### src/rtl/crq_pkg.sv
// Shared types and constants of the command ring queue with repeat.
`timescale 1ns / 1ps

package crq_pkg;

  localparam int DEFAULT_QUEUE_DEPTH = 16;
  localparam int CMDQ_DEPTH = 2;

  localparam int CODE_W = 8;
  localparam int ARG_W = 32;
  localparam int REPS_W = 16;
  localparam int ACTION_W = 3;
  localparam int CFG_INDEX_W = 2;
  localparam int CFG_DATA_W = 8;

  localparam logic [ACTION_W-1:0] ACT_INSERT = 3'd0;
  localparam logic [ACTION_W-1:0] ACT_GET = 3'd1;
  localparam logic [ACTION_W-1:0] ACT_SET_REPEAT = 3'd2;
  localparam logic [ACTION_W-1:0] ACT_CANCEL_REPEAT = 3'd3;
  localparam logic [ACTION_W-1:0] ACT_DISABLE_PREV = 3'd4;
  localparam logic [ACTION_W-1:0] ACT_ENABLE_PREV = 3'd5;

  localparam logic [CFG_INDEX_W-1:0] CFG_REPEAT_CODE = 2'd0;
  localparam logic [CFG_INDEX_W-1:0] CFG_NULL_CODE = 2'd1;

  localparam logic [CODE_W-1:0] RESET_REPEAT_CODE = 8'hFF;
  localparam logic [CODE_W-1:0] RESET_NULL_CODE = 8'h00;

  typedef enum logic [1:0] {
    ST_OK      = 2'd0,
    ST_FULL    = 2'd1,
    ST_REFUSED = 2'd2,
    ST_EMPTY   = 2'd3
  } status_t;

  typedef enum logic [2:0] {
    OP_INSERT,
    OP_REPEAT,
    OP_GET,
    OP_SET,
    OP_CANCEL,
    OP_DISABLE,
    OP_ENABLE,
    OP_NOP
  } op_kind_t;

  typedef struct packed {
    logic [CODE_W-1:0] code;
    logic [ARG_W-1:0]  arg;
    logic [REPS_W-1:0] reps;
  } entry_t;

  localparam int ENTRY_W = $bits(entry_t);

  typedef struct packed {
    op_kind_t kind;
    entry_t   ent;
  } op_t;

  typedef struct packed {
    status_t           status;
    entry_t            got;
    logic [REPS_W-1:0] cur_reps;
    logic              repeating;
  } rsp_t;

endpackage

### src/rtl/crq_in_if.sv
// Command channel: valid/ready handshake carrying one command word.
`timescale 1ns / 1ps

interface crq_in_if;
  logic                           valid;
  logic                           ready;
  logic [crq_pkg::ACTION_W-1:0]   action;
  logic [crq_pkg::CODE_W-1:0]     in_code;
  logic [crq_pkg::ARG_W-1:0]      in_arg;
  logic [crq_pkg::REPS_W-1:0]     in_repeats;

  modport source (output valid, output action, output in_code, output in_arg,
                  output in_repeats, input ready);
  modport sink (input valid, input action, input in_code, input in_arg,
                input in_repeats, output ready);
endinterface

### src/rtl/crq_out_if.sv
// Response channel: valid/ready handshake carrying one response word.
`timescale 1ns / 1ps

interface crq_out_if;
  logic                         valid;
  logic                         ready;
  logic [1:0]                   status;
  logic [crq_pkg::CODE_W-1:0]   out_code;
  logic [crq_pkg::ARG_W-1:0]    out_arg;
  logic [crq_pkg::REPS_W-1:0]   out_repeats;
  logic [crq_pkg::REPS_W-1:0]   current_repeats;
  logic                         repeating_now;

  modport source (output valid, output status, output out_code, output out_arg,
                  output out_repeats, output current_repeats, output repeating_now,
                  input ready);
  modport sink (input valid, input status, input out_code, input out_arg,
                input out_repeats, input current_repeats, input repeating_now,
                output ready);
endinterface

### src/rtl/crq_ram.sv
// Generic single-port-write, single-port-read RAM with registered read data.
`timescale 1ns / 1ps

module crq_ram #(
  parameter int WIDTH = 8,
  parameter int DEPTH = 16
) (
  input  logic                     clk,
  input  logic                     we,
  input  logic [$clog2(DEPTH)-1:0] waddr,
  input  logic [WIDTH-1:0]         wdata,
  input  logic                     re,
  input  logic [$clog2(DEPTH)-1:0] raddr,
  output logic [WIDTH-1:0]         rdata
);

  logic [WIDTH-1:0] mem [DEPTH];

  always_ff @(posedge clk) begin
    if (we) begin
      mem[waddr] <= wdata;
    end
    if (re) begin
      rdata <= mem[raddr];
    end
  end

endmodule

### src/rtl/crq_front.sv
// Front end: accepts command words and classifies them into operations.
`timescale 1ns / 1ps

module crq_front (
  input  logic                        clk,
  input  logic                        rst,
  crq_in_if.sink                      cmd,
  input  logic [crq_pkg::CODE_W-1:0]  repeat_code,
  output logic                        op_valid,
  input  logic                        op_ready,
  output crq_pkg::op_t                op
);

  crq_pkg::op_kind_t kind;

  always_comb begin
    case (cmd.action)
      crq_pkg::ACT_INSERT: begin
        kind = (cmd.in_code == repeat_code) ? crq_pkg::OP_REPEAT : crq_pkg::OP_INSERT;
      end
      crq_pkg::ACT_GET:           kind = crq_pkg::OP_GET;
      crq_pkg::ACT_SET_REPEAT:    kind = crq_pkg::OP_SET;
      crq_pkg::ACT_CANCEL_REPEAT: kind = crq_pkg::OP_CANCEL;
      crq_pkg::ACT_DISABLE_PREV:  kind = crq_pkg::OP_DISABLE;
      crq_pkg::ACT_ENABLE_PREV:   kind = crq_pkg::OP_ENABLE;
      default:                    kind = crq_pkg::OP_NOP;
    endcase
  end

  assign cmd.ready = !op_valid || op_ready;

  always_ff @(posedge clk) begin
    if (rst) begin
      op_valid <= 1'b0;
    end else begin
      if (cmd.ready) begin
        op_valid <= cmd.valid;
      end
      if (cmd.valid && cmd.ready) begin
        op.kind <= kind;
        op.ent.code <= cmd.in_code;
        op.ent.arg <= cmd.in_arg;
        op.ent.reps <= cmd.in_repeats;
      end
    end
  end

endmodule

### src/rtl/crq_cmdq.sv
// Short operation queue between the front end and the execution unit.
`timescale 1ns / 1ps

module crq_cmdq #(
  parameter int DEPTH = crq_pkg::CMDQ_DEPTH
) (
  input  logic         clk,
  input  logic         rst,
  input  logic         push_valid,
  output logic         push_ready,
  input  crq_pkg::op_t push_op,
  output logic         pop_valid,
  input  logic         pop_ready,
  output crq_pkg::op_t pop_op
);

  localparam int PTR_W = (DEPTH > 1) ? $clog2(DEPTH) : 1;
  localparam int CNT_W = $clog2(DEPTH + 1);

  crq_pkg::op_t       slots [DEPTH];
  logic [PTR_W-1:0]   wr_ptr;
  logic [PTR_W-1:0]   rd_ptr;
  logic [CNT_W-1:0]   count;
  logic               push;
  logic               pop;

  assign push_ready = count != CNT_W'(DEPTH);
  assign pop_valid = count != '0;
  assign push = push_valid && push_ready;
  assign pop = pop_valid && pop_ready;
  assign pop_op = slots[rd_ptr];

  always_ff @(posedge clk) begin
    if (rst) begin
      wr_ptr <= '0;
      rd_ptr <= '0;
      count <= '0;
    end else begin
      if (push) begin
        slots[wr_ptr] <= push_op;
        wr_ptr <= (wr_ptr == PTR_W'(DEPTH - 1)) ? '0 : wr_ptr + 1'b1;
      end
      if (pop) begin
        rd_ptr <= (rd_ptr == PTR_W'(DEPTH - 1)) ? '0 : rd_ptr + 1'b1;
      end
      if (push && !pop) begin
        count <= count + 1'b1;
      end else if (pop && !push) begin
        count <= count - 1'b1;
      end
    end
  end

endmodule

### src/rtl/crq_back.sv
// Execution unit: ring store, pointers, repeat state and the response register.
`timescale 1ns / 1ps

module crq_back #(
  parameter int QUEUE_DEPTH = crq_pkg::DEFAULT_QUEUE_DEPTH
) (
  input  logic                        clk,
  input  logic                        rst,
  input  logic                        op_valid,
  output logic                        op_ready,
  input  crq_pkg::op_t                op,
  input  logic [crq_pkg::CODE_W-1:0]  null_code,
  crq_out_if.source                   rsp
);

  localparam int PTR_W = $clog2(QUEUE_DEPTH);

  typedef enum logic {S_IDLE, S_READ} state_t;

  function automatic logic [PTR_W-1:0] wrap_next(input logic [PTR_W-1:0] i);
    return (i == PTR_W'(QUEUE_DEPTH - 1)) ? '0 : i + 1'b1;
  endfunction

  function automatic logic [PTR_W-1:0] wrap_prev(input logic [PTR_W-1:0] i);
    return (i == '0) ? PTR_W'(QUEUE_DEPTH - 1) : i - 1'b1;
  endfunction

  state_t                   state;
  state_t                   state_next;
  logic [PTR_W-1:0]         head;
  logic [PTR_W-1:0]         head_next;
  logic [PTR_W-1:0]         tail;
  logic [PTR_W-1:0]         tail_next;
  logic                     repeating;
  logic                     repeating_next;
  logic                     allowed;
  logic                     allowed_next;
  crq_pkg::entry_t          last_entry;
  crq_pkg::entry_t          last_next;
  logic [QUEUE_DEPTH-1:0]   slot_valid;
  crq_pkg::op_t             cur_op;
  logic                     rd_valid;
  logic                     rsp_valid;
  crq_pkg::rsp_t            res;
  crq_pkg::rsp_t            res_next;
  logic                     load;
  logic                     out_free;
  logic                     take;
  logic                     full;
  logic                     empty;
  logic                     needs_read;
  logic                     ram_we;
  logic [PTR_W-1:0]         ram_waddr;
  crq_pkg::entry_t          ram_wdata;
  logic                     ram_re;
  logic [PTR_W-1:0]         ram_raddr;
  logic [crq_pkg::ENTRY_W-1:0] ram_rdata;
  crq_pkg::entry_t          rd_entry;

  crq_ram #(
    .WIDTH(crq_pkg::ENTRY_W),
    .DEPTH(QUEUE_DEPTH)
  ) u_store (
    .clk  (clk),
    .we   (ram_we),
    .waddr(ram_waddr),
    .wdata(ram_wdata),
    .re   (ram_re),
    .raddr(ram_raddr),
    .rdata(ram_rdata)
  );

  // A slot never written since reset reads as an all-zero entry.
  assign rd_entry = rd_valid ? crq_pkg::entry_t'(ram_rdata) : '0;

  assign full = wrap_next(head) == tail;
  assign empty = head == tail;
  assign out_free = !rsp_valid || rsp.ready;
  assign op_ready = (state == S_IDLE) && out_free;
  assign take = op_valid && op_ready;
  assign needs_read = ((op.kind == crq_pkg::OP_REPEAT) && !full && allowed) ||
                      ((op.kind == crq_pkg::OP_GET) && !repeating && !empty);

  assign ram_re = take && needs_read;
  assign ram_raddr = (op.kind == crq_pkg::OP_REPEAT) ? wrap_prev(head) : tail;

  always_comb begin
    state_next = state;
    head_next = head;
    tail_next = tail;
    repeating_next = repeating;
    allowed_next = allowed;
    last_next = last_entry;
    load = 1'b0;
    res_next.status = crq_pkg::ST_OK;
    res_next.got = '0;
    ram_we = 1'b0;
    ram_waddr = head;
    ram_wdata = op.ent;
    case (state)
      S_IDLE: begin
        if (take) begin
          if (needs_read) begin
            state_next = S_READ;
          end else begin
            load = 1'b1;
            case (op.kind)
              crq_pkg::OP_INSERT: begin
                if (full) begin
                  res_next.status = crq_pkg::ST_FULL;
                end else begin
                  ram_we = 1'b1;
                  head_next = wrap_next(head);
                end
              end
              crq_pkg::OP_REPEAT: begin
                res_next.status = full ? crq_pkg::ST_FULL : crq_pkg::ST_REFUSED;
              end
              crq_pkg::OP_GET: begin
                if (repeating) begin
                  res_next.got = last_entry;
                end else begin
                  res_next.status = crq_pkg::ST_EMPTY;
                end
              end
              crq_pkg::OP_SET: begin
                last_next.reps = op.ent.reps;
                repeating_next = op.ent.reps != '0;
                ram_we = 1'b1;
                ram_waddr = wrap_prev(tail);
                ram_wdata = last_next;
              end
              crq_pkg::OP_CANCEL: begin
                last_next.reps = '0;
                repeating_next = 1'b0;
                ram_we = 1'b1;
                ram_waddr = wrap_prev(tail);
                ram_wdata = last_next;
              end
              crq_pkg::OP_DISABLE: allowed_next = 1'b0;
              crq_pkg::OP_ENABLE:  allowed_next = 1'b1;
              default: ;
            endcase
          end
        end
      end
      S_READ: begin
        if (out_free) begin
          load = 1'b1;
          state_next = S_IDLE;
          if (cur_op.kind == crq_pkg::OP_REPEAT) begin
            head_next = wrap_next(head);
            ram_wdata = rd_entry;
            ram_we = rd_entry.code != null_code;
          end else begin
            res_next.got = rd_entry;
            tail_next = wrap_next(tail);
            last_next = rd_entry;
          end
        end
      end
      default: state_next = S_IDLE;
    endcase
    res_next.cur_reps = last_next.reps;
    res_next.repeating = repeating_next;
  end

  always_ff @(posedge clk) begin
    if (rst) begin
      state <= S_IDLE;
      head <= '0;
      tail <= '0;
      repeating <= 1'b0;
      allowed <= 1'b0;
      last_entry <= '0;
      slot_valid <= '0;
      rsp_valid <= 1'b0;
    end else begin
      state <= state_next;
      head <= head_next;
      tail <= tail_next;
      repeating <= repeating_next;
      allowed <= allowed_next;
      last_entry <= last_next;
      if (ram_we) begin
        slot_valid[ram_waddr] <= 1'b1;
      end
      if (ram_re) begin
        rd_valid <= slot_valid[ram_raddr];
      end
      if (take) begin
        cur_op <= op;
      end
      if (load) begin
        rsp_valid <= 1'b1;
        res <= res_next;
      end else if (rsp.ready) begin
        rsp_valid <= 1'b0;
      end
    end
  end

  assign rsp.valid = rsp_valid;
  assign rsp.status = res.status;
  assign rsp.out_code = res.got.code;
  assign rsp.out_arg = res.got.arg;
  assign rsp.out_repeats = res.got.reps;
  assign rsp.current_repeats = res.cur_reps;
  assign rsp.repeating_now = res.repeating;

endmodule

### src/rtl/command_ring_queue_with_repeat_core.sv
// Top level of the command ring queue with repeat.
`timescale 1ns / 1ps

// Usage:
// Commands enter on the cmd channel, one word per valid/ready handshake:
// insert, get, set repeat, cancel repeat, and disable or enable repeating
// of the previous command. Every command word yields exactly one response
// word on the rsp channel, in order, with a status, the entry returned by
// a get, and the repeat count and replay flag after the command.
// Two registers, the repeat code and the null code, are to be written by the user
// through the cfg port while no command is in flight; the block does not enforce it.
// A dequeuing get and an accepted repeat insert pass through the read state of
// the execution unit, because the entry store has one registered read port;
// every other command is finished from the idle state, so up to one word per
// cycle while the receiver keeps taking response words.
// A two-word queue sits between the front end and the execution unit. The
// single response register holds a finished word until the receiver takes
// it, so a stalled receiver stops the execution unit, then fills the queue
// and the front register before cmd.ready drops.
// Reset clears the pointers, the flags, the stored entries (through per-slot
// valid bits) and restores the register defaults at the first rising edge
// with rst high.
module command_ring_queue_with_repeat_core #(
  parameter int QUEUE_DEPTH = crq_pkg::DEFAULT_QUEUE_DEPTH
) (
  input  logic                             clk,
  input  logic                             rst,
  crq_in_if.sink                           cmd,
  crq_out_if.source                        rsp,
  input  logic                             cfg_write_en,
  input  logic [crq_pkg::CFG_INDEX_W-1:0]  cfg_index,
  input  logic [crq_pkg::CFG_DATA_W-1:0]   cfg_data
);

  logic [crq_pkg::CODE_W-1:0] repeat_code;
  logic [crq_pkg::CODE_W-1:0] null_code;
  logic                       fe_valid;
  logic                       fe_ready;
  crq_pkg::op_t               fe_op;
  logic                       q_valid;
  logic                       q_ready;
  crq_pkg::op_t               q_op;

  always_ff @(posedge clk) begin
    if (rst) begin
      repeat_code <= crq_pkg::RESET_REPEAT_CODE;
      null_code <= crq_pkg::RESET_NULL_CODE;
    end else if (cfg_write_en) begin
      case (cfg_index)
        crq_pkg::CFG_REPEAT_CODE: repeat_code <= cfg_data;
        crq_pkg::CFG_NULL_CODE:   null_code <= cfg_data;
        default: ;
      endcase
    end
  end

  crq_front u_front (
    .clk        (clk),
    .rst        (rst),
    .cmd        (cmd),
    .repeat_code(repeat_code),
    .op_valid   (fe_valid),
    .op_ready   (fe_ready),
    .op         (fe_op)
  );

  crq_cmdq #(
    .DEPTH(crq_pkg::CMDQ_DEPTH)
  ) u_cmdq (
    .clk       (clk),
    .rst       (rst),
    .push_valid(fe_valid),
    .push_ready(fe_ready),
    .push_op   (fe_op),
    .pop_valid (q_valid),
    .pop_ready (q_ready),
    .pop_op    (q_op)
  );

  crq_back #(
    .QUEUE_DEPTH(QUEUE_DEPTH)
  ) u_back (
    .clk      (clk),
    .rst      (rst),
    .op_valid (q_valid),
    .op_ready (q_ready),
    .op       (q_op),
    .null_code(null_code),
    .rsp      (rsp)
  );

  a_fail_no_data: assert property (@(posedge clk) disable iff (rst)
    rsp.valid && (rsp.status != crq_pkg::ST_OK) |->
      (rsp.out_code == '0) && (rsp.out_arg == '0) && (rsp.out_repeats == '0))
    else $error("failed command returned entry data");

  a_replay_count: assert property (@(posedge clk) disable iff (rst)
    rsp.valid && rsp.repeating_now |-> rsp.current_repeats != '0)
    else $error("replay flag set with zero repeat count");

  a_empty_not_replay: assert property (@(posedge clk) disable iff (rst)
    rsp.valid && (rsp.status == crq_pkg::ST_EMPTY) |-> !rsp.repeating_now)
    else $error("empty status reported while replaying");

endmodule

### src/flat_wrapper.sv
// flat-port wrapper written by rule: the top's interface ports become plain ports
module command_ring_queue_with_repeat_core_flat 
#(
  parameter int QUEUE_DEPTH = crq_pkg::DEFAULT_QUEUE_DEPTH
)
  (clk, rst, cfg_write_en, cfg_index, cfg_data, cmd_valid, cmd_action, cmd_in_code, cmd_in_arg, cmd_in_repeats, cmd_ready, rsp_valid, rsp_status, rsp_out_code, rsp_out_arg, rsp_out_repeats, rsp_current_repeats, rsp_repeating_now, rsp_ready);
  crq_in_if cmd_i ();
  crq_out_if rsp_i ();
  input  logic clk;
  input  logic rst;
  input  logic cfg_write_en;
  input  logic [crq_pkg::CFG_INDEX_W-1:0] cfg_index;
  input  logic [crq_pkg::CFG_DATA_W-1:0] cfg_data;
  input wire logic [$bits(cmd_i.valid)-1:0] cmd_valid;
  input wire logic [$bits(cmd_i.action)-1:0] cmd_action;
  input wire logic [$bits(cmd_i.in_code)-1:0] cmd_in_code;
  input wire logic [$bits(cmd_i.in_arg)-1:0] cmd_in_arg;
  input wire logic [$bits(cmd_i.in_repeats)-1:0] cmd_in_repeats;
  output wire logic [$bits(cmd_i.ready)-1:0] cmd_ready;
  output wire logic [$bits(rsp_i.valid)-1:0] rsp_valid;
  output wire logic [$bits(rsp_i.status)-1:0] rsp_status;
  output wire logic [$bits(rsp_i.out_code)-1:0] rsp_out_code;
  output wire logic [$bits(rsp_i.out_arg)-1:0] rsp_out_arg;
  output wire logic [$bits(rsp_i.out_repeats)-1:0] rsp_out_repeats;
  output wire logic [$bits(rsp_i.current_repeats)-1:0] rsp_current_repeats;
  output wire logic [$bits(rsp_i.repeating_now)-1:0] rsp_repeating_now;
  input wire logic [$bits(rsp_i.ready)-1:0] rsp_ready;
  assign cmd_i.valid = cmd_valid;
  assign cmd_i.action = cmd_action;
  assign cmd_i.in_code = cmd_in_code;
  assign cmd_i.in_arg = cmd_in_arg;
  assign cmd_i.in_repeats = cmd_in_repeats;
  assign cmd_ready = cmd_i.ready;
  assign rsp_valid = rsp_i.valid;
  assign rsp_status = rsp_i.status;
  assign rsp_out_code = rsp_i.out_code;
  assign rsp_out_arg = rsp_i.out_arg;
  assign rsp_out_repeats = rsp_i.out_repeats;
  assign rsp_current_repeats = rsp_i.current_repeats;
  assign rsp_repeating_now = rsp_i.repeating_now;
  assign rsp_i.ready = rsp_ready;
  command_ring_queue_with_repeat_core #(.QUEUE_DEPTH(QUEUE_DEPTH)) u_core (.clk(clk), .rst(rst), .cmd(cmd_i), .rsp(rsp_i), .cfg_write_en(cfg_write_en), .cfg_index(cfg_index), .cfg_data(cfg_data));
endmodule
### config.mk
export PLATFORM = sky130hd
export DESIGN_NAME = command_ring_queue_with_repeat_core_flat
export DESIGN_NICKNAME = d
export VERILOG_FILES = /design/src/rtl/crq_pkg.sv /design/src/rtl/crq_in_if.sv /design/src/rtl/crq_out_if.sv /design/src/rtl/crq_ram.sv /design/src/rtl/crq_front.sv /design/src/rtl/crq_cmdq.sv /design/src/rtl/crq_back.sv /design/src/rtl/command_ring_queue_with_repeat_core.sv /design/src/flat_wrapper.sv
export SDC_FILE = /design/constraint.sdc
export NUM_CORES = 2
export LEC_CHECK = 0
export BUFFER_PORTS_ARGS = -buffer_cell sky130_fd_sc_hd__buf_2
export CORE_UTILIZATION = 44
export CTS_CLUSTER_SIZE = 30
export DETAILED_ROUTE_END_ITERATION = 6
export PLACE_DENSITY = 0.58
export SYNTH_ARGS = -nofsm -noshare
export SYNTH_HDL_FRONTEND = slang
export SYNTH_SLANG_ARGS = --single-unit
export TNS_END_PERCENT = 30
### constraint.sdc
create_clock -name clk -period 10.05 [get_ports clk]
set_clock_uncertainty 0.05 [all_clocks]
set_input_delay 2.5125 -clock clk [delete_from_list [all_inputs] [get_ports clk]]
set_output_delay 2.5125 -clock clk [all_outputs]
set_load 0.05 [all_outputs]
==> impl_metrics.ini <==
[place]
dp_hpwl_um = 68960
port_buffers = 150
dpl_cell_area_um2 = 53820
gp_congestion = 0.8420

[sta]
fmax_mhz = 173.2
fin_setup_tns_ns = 0
slew_violations = 0
period_share = 0.5744
min_period_ns = 5.773
rsz0062_at_grt = no
finalSetupViolCount = 0
worstMarginPinSlew_ns = 1.345
hold_viol = 0
relSlewSlack = 0.1034

[die]
start_util = 0.4448
io_pins = 151
die_h_um = 342.4
die_w_um = 342.4
core_um2 = 114700
dieArea_um2 = 117300
rows = 124

[grt]
grt_use_met3 = 0.03939
grt_max_degree = 155
grtUsageMet1 = 0.3041
top_usage_layer = met2
track_usage = 0.2136
grt_pass1_wl_um = 182000
antenna_found_initial = 2
grt_pass1_vias = 27710
met2_usage = 0.3358
gr-total-overflow = 0

[outcome]
outcome = complete, but fails checks
violations = DRC

[cts]
post_cts_resized = 0
insertion_delay_ns = 0.74
holdBufCountCts = 0
clock_sinks = 1314
cts_tree = yes
post_cts.repair.setup_buffers = 0
cts_buffers = 139
clock_path_buffers = 3
path_clk_slew_ns = 0.05
htreeDepth = 4
cts_root_buffer = clkbuf_16

[route]
routed_wl_um = 124700
viasPerCell = 5.847
wire_per_inst_um = 26.54
final_antenna_net_count = 0
drt_iter0_markers = 2855
first_pass_iters = 7
drc = 17
vias = 27480

[synthesis]
yosys_warnings = 0
synth_edf_count = 1208
synthFlopType = edfxtp_1
syn_area_per_cell_um2 = 17.74
synthCells = 2875
synthArstFlopShare = 0
syn_nets = 2954
ys_seq_area_frac = 0.7529
synth_cell_types = 69
syn-cell-area_um2 = 51000
ys_seq_elements = 1314

[worst_setup_path]
required_ns = 10.35
cp_data_arrival_time_ns = 6.07
cp_max_fo = 42
endpoint_kind = flop
cp-start-kind = primary input
path_class = in2reg

[cells_and_area]
layout_common_cells = 1208 x edfxtp_1, 318 x nand2_1, 228 x mux4_2
finish.instance_area_um2 = 58220
multi_input_area_um2 = 12040
mostFrequentLayoutCell = edfxtp_1
area_growth_pct = 14.17
final_nets = 3160
fill_cells = 9263
drive_above_1_share = 0.2284
num_antenna_cells = 0
regArea_um2 = 38400

[pwr]
vdd_drop_max_v = 0.0001679
p_per_area_nw_per_um2 = 238.2
p_leak_nw = 18.94

[worst_hold_path]
hold_class = reg2reg

[flow_run]
drv_cap = 0
## stage by stage
stage	hold slack, ns	std cells	setup slack [ns]	util	power, mW
final	0.3928	4700	4.277	0.5078	13.87
after global routing	0.4054	4700	4.120	0.5078	14.37
after floorplan	0.3715	2875	1.805	-	8.299
after detailed placement	0.3804	4451	3.553	0.4694	9.055
after CTS	0.3938	4699	4.352	0.5076	13.97
after global placement	0.3728	4450	3.671	0.4693	8.967
## registers in the layout, summed over array words and instances, names as in the netlist, 8 cells and up, named ones only
signal,cells
u_core.null_code,8
u_core.repeat_code,8
u_core.u_back.last_entry,56
u_core.u_back.rsp.current_repeats,16
u_core.u_back.rsp.out_arg,32
u_core.u_back.rsp.out_code,8
u_core.u_back.rsp.out_repeats,16
u_core.u_back.slot_valid,16
u_core.u_back.u_store.mem,896
u_core.u_back.u_store.rdata,56
u_core.u_cmdq.slots,118
u_core.u_front.op,59
## metal layers
layer | up-vias | wire length [um]
met4 | 0 | 2692
met5 | - | 0
met1 | 14330 | 53910
met2 | 1068 | 59280
met3 | 191 | 8844
li1 | 11900 | -
## power breakdown
part,internal [mW],switching (mW)
Sequential,6.70,0.113
Clock,2.88,2.05
Combinational,0.646,1.48
Total,10.2,3.64
## cell usage after synthesis, types with 13 or more instances
library cell / number / share of area
mux4_2: 228 / 0.10
a21oi_1: 133 / 0.013
nand2_1: 319 / 0.023
dfxtp_1: 106 / 0.042
inv_1: 22 / 0.0016
o22ai_1: 18 / 0.0022
mux2_2: 20 / 0.0044
buf_4: 24 / 0.0035
o21ai_0: 118 / 0.012
nor2b_1: 27 / 0.0033
xor2_1: 15 / 0.0026
mux2i_1: 71 / 0.014
a22oi_1: 122 / 0.018
clkbuf_1: 105 / 0.0077
edfxtp_1: 1208 / 0.71
nand3_1: 65 / 0.0064
nor2_1: 67 / 0.0049
o221ai_1: 17 / 0.0029
buf_2: 28 / 0.0027
nor3_1: 13 / 0.0013
## path summary, 6_finish.rpt
kind	startpoint	end	slack (ns)	cells past startpoint
worst min register to register	u_core.u_front.op[9]	u_core.u_cmdq.slots[1][9]	0.39	0
worst min-delay path	u_core.u_front.op[9]	u_core.u_cmdq.slots[1][9]	0.39	0
worst max-delay path	rsp_ready	u_core.u_back.u_store.mem[6][29]	4.28	8
worst max register to register	u_core.u_back.rd_valid	u_core.u_back.u_store.mem[6][29]	4.63	9
## worst max-delay path, cell delays in order
cell and delay (ns):
buf_2 0.09, nor2b_1 0.06, nor3_2 0.55, nand4_1 0.30
a21oi_2 0.37, o211ai_1 0.48, a21oi_4 0.86, buf_4 0.81
## logic make-up after synthesis
family,after synthesis,share of synthesized area
DFF,1314,0.7529
and+or+nand+nor,543,0.04676
AOI/OAI and AO/OA,475,0.05859
muxes,319,0.1190
buffers and inverters,193,0.01666
xor gates and xnor gates,25,0.004588
adders and majority gates,6,0.001423
## layout make-up
type,count,area share
inverters,24,0.001547
multi-input cells,1368,0.2069
clock buffers,178,0.06475
clock inverters,70,0.01051
flip-flops and latches,1314,0.6596
well taps,1512,0.03249
repair buffers,234,0.02420
No activity file was read; power rests on OpenSTA's default activity.
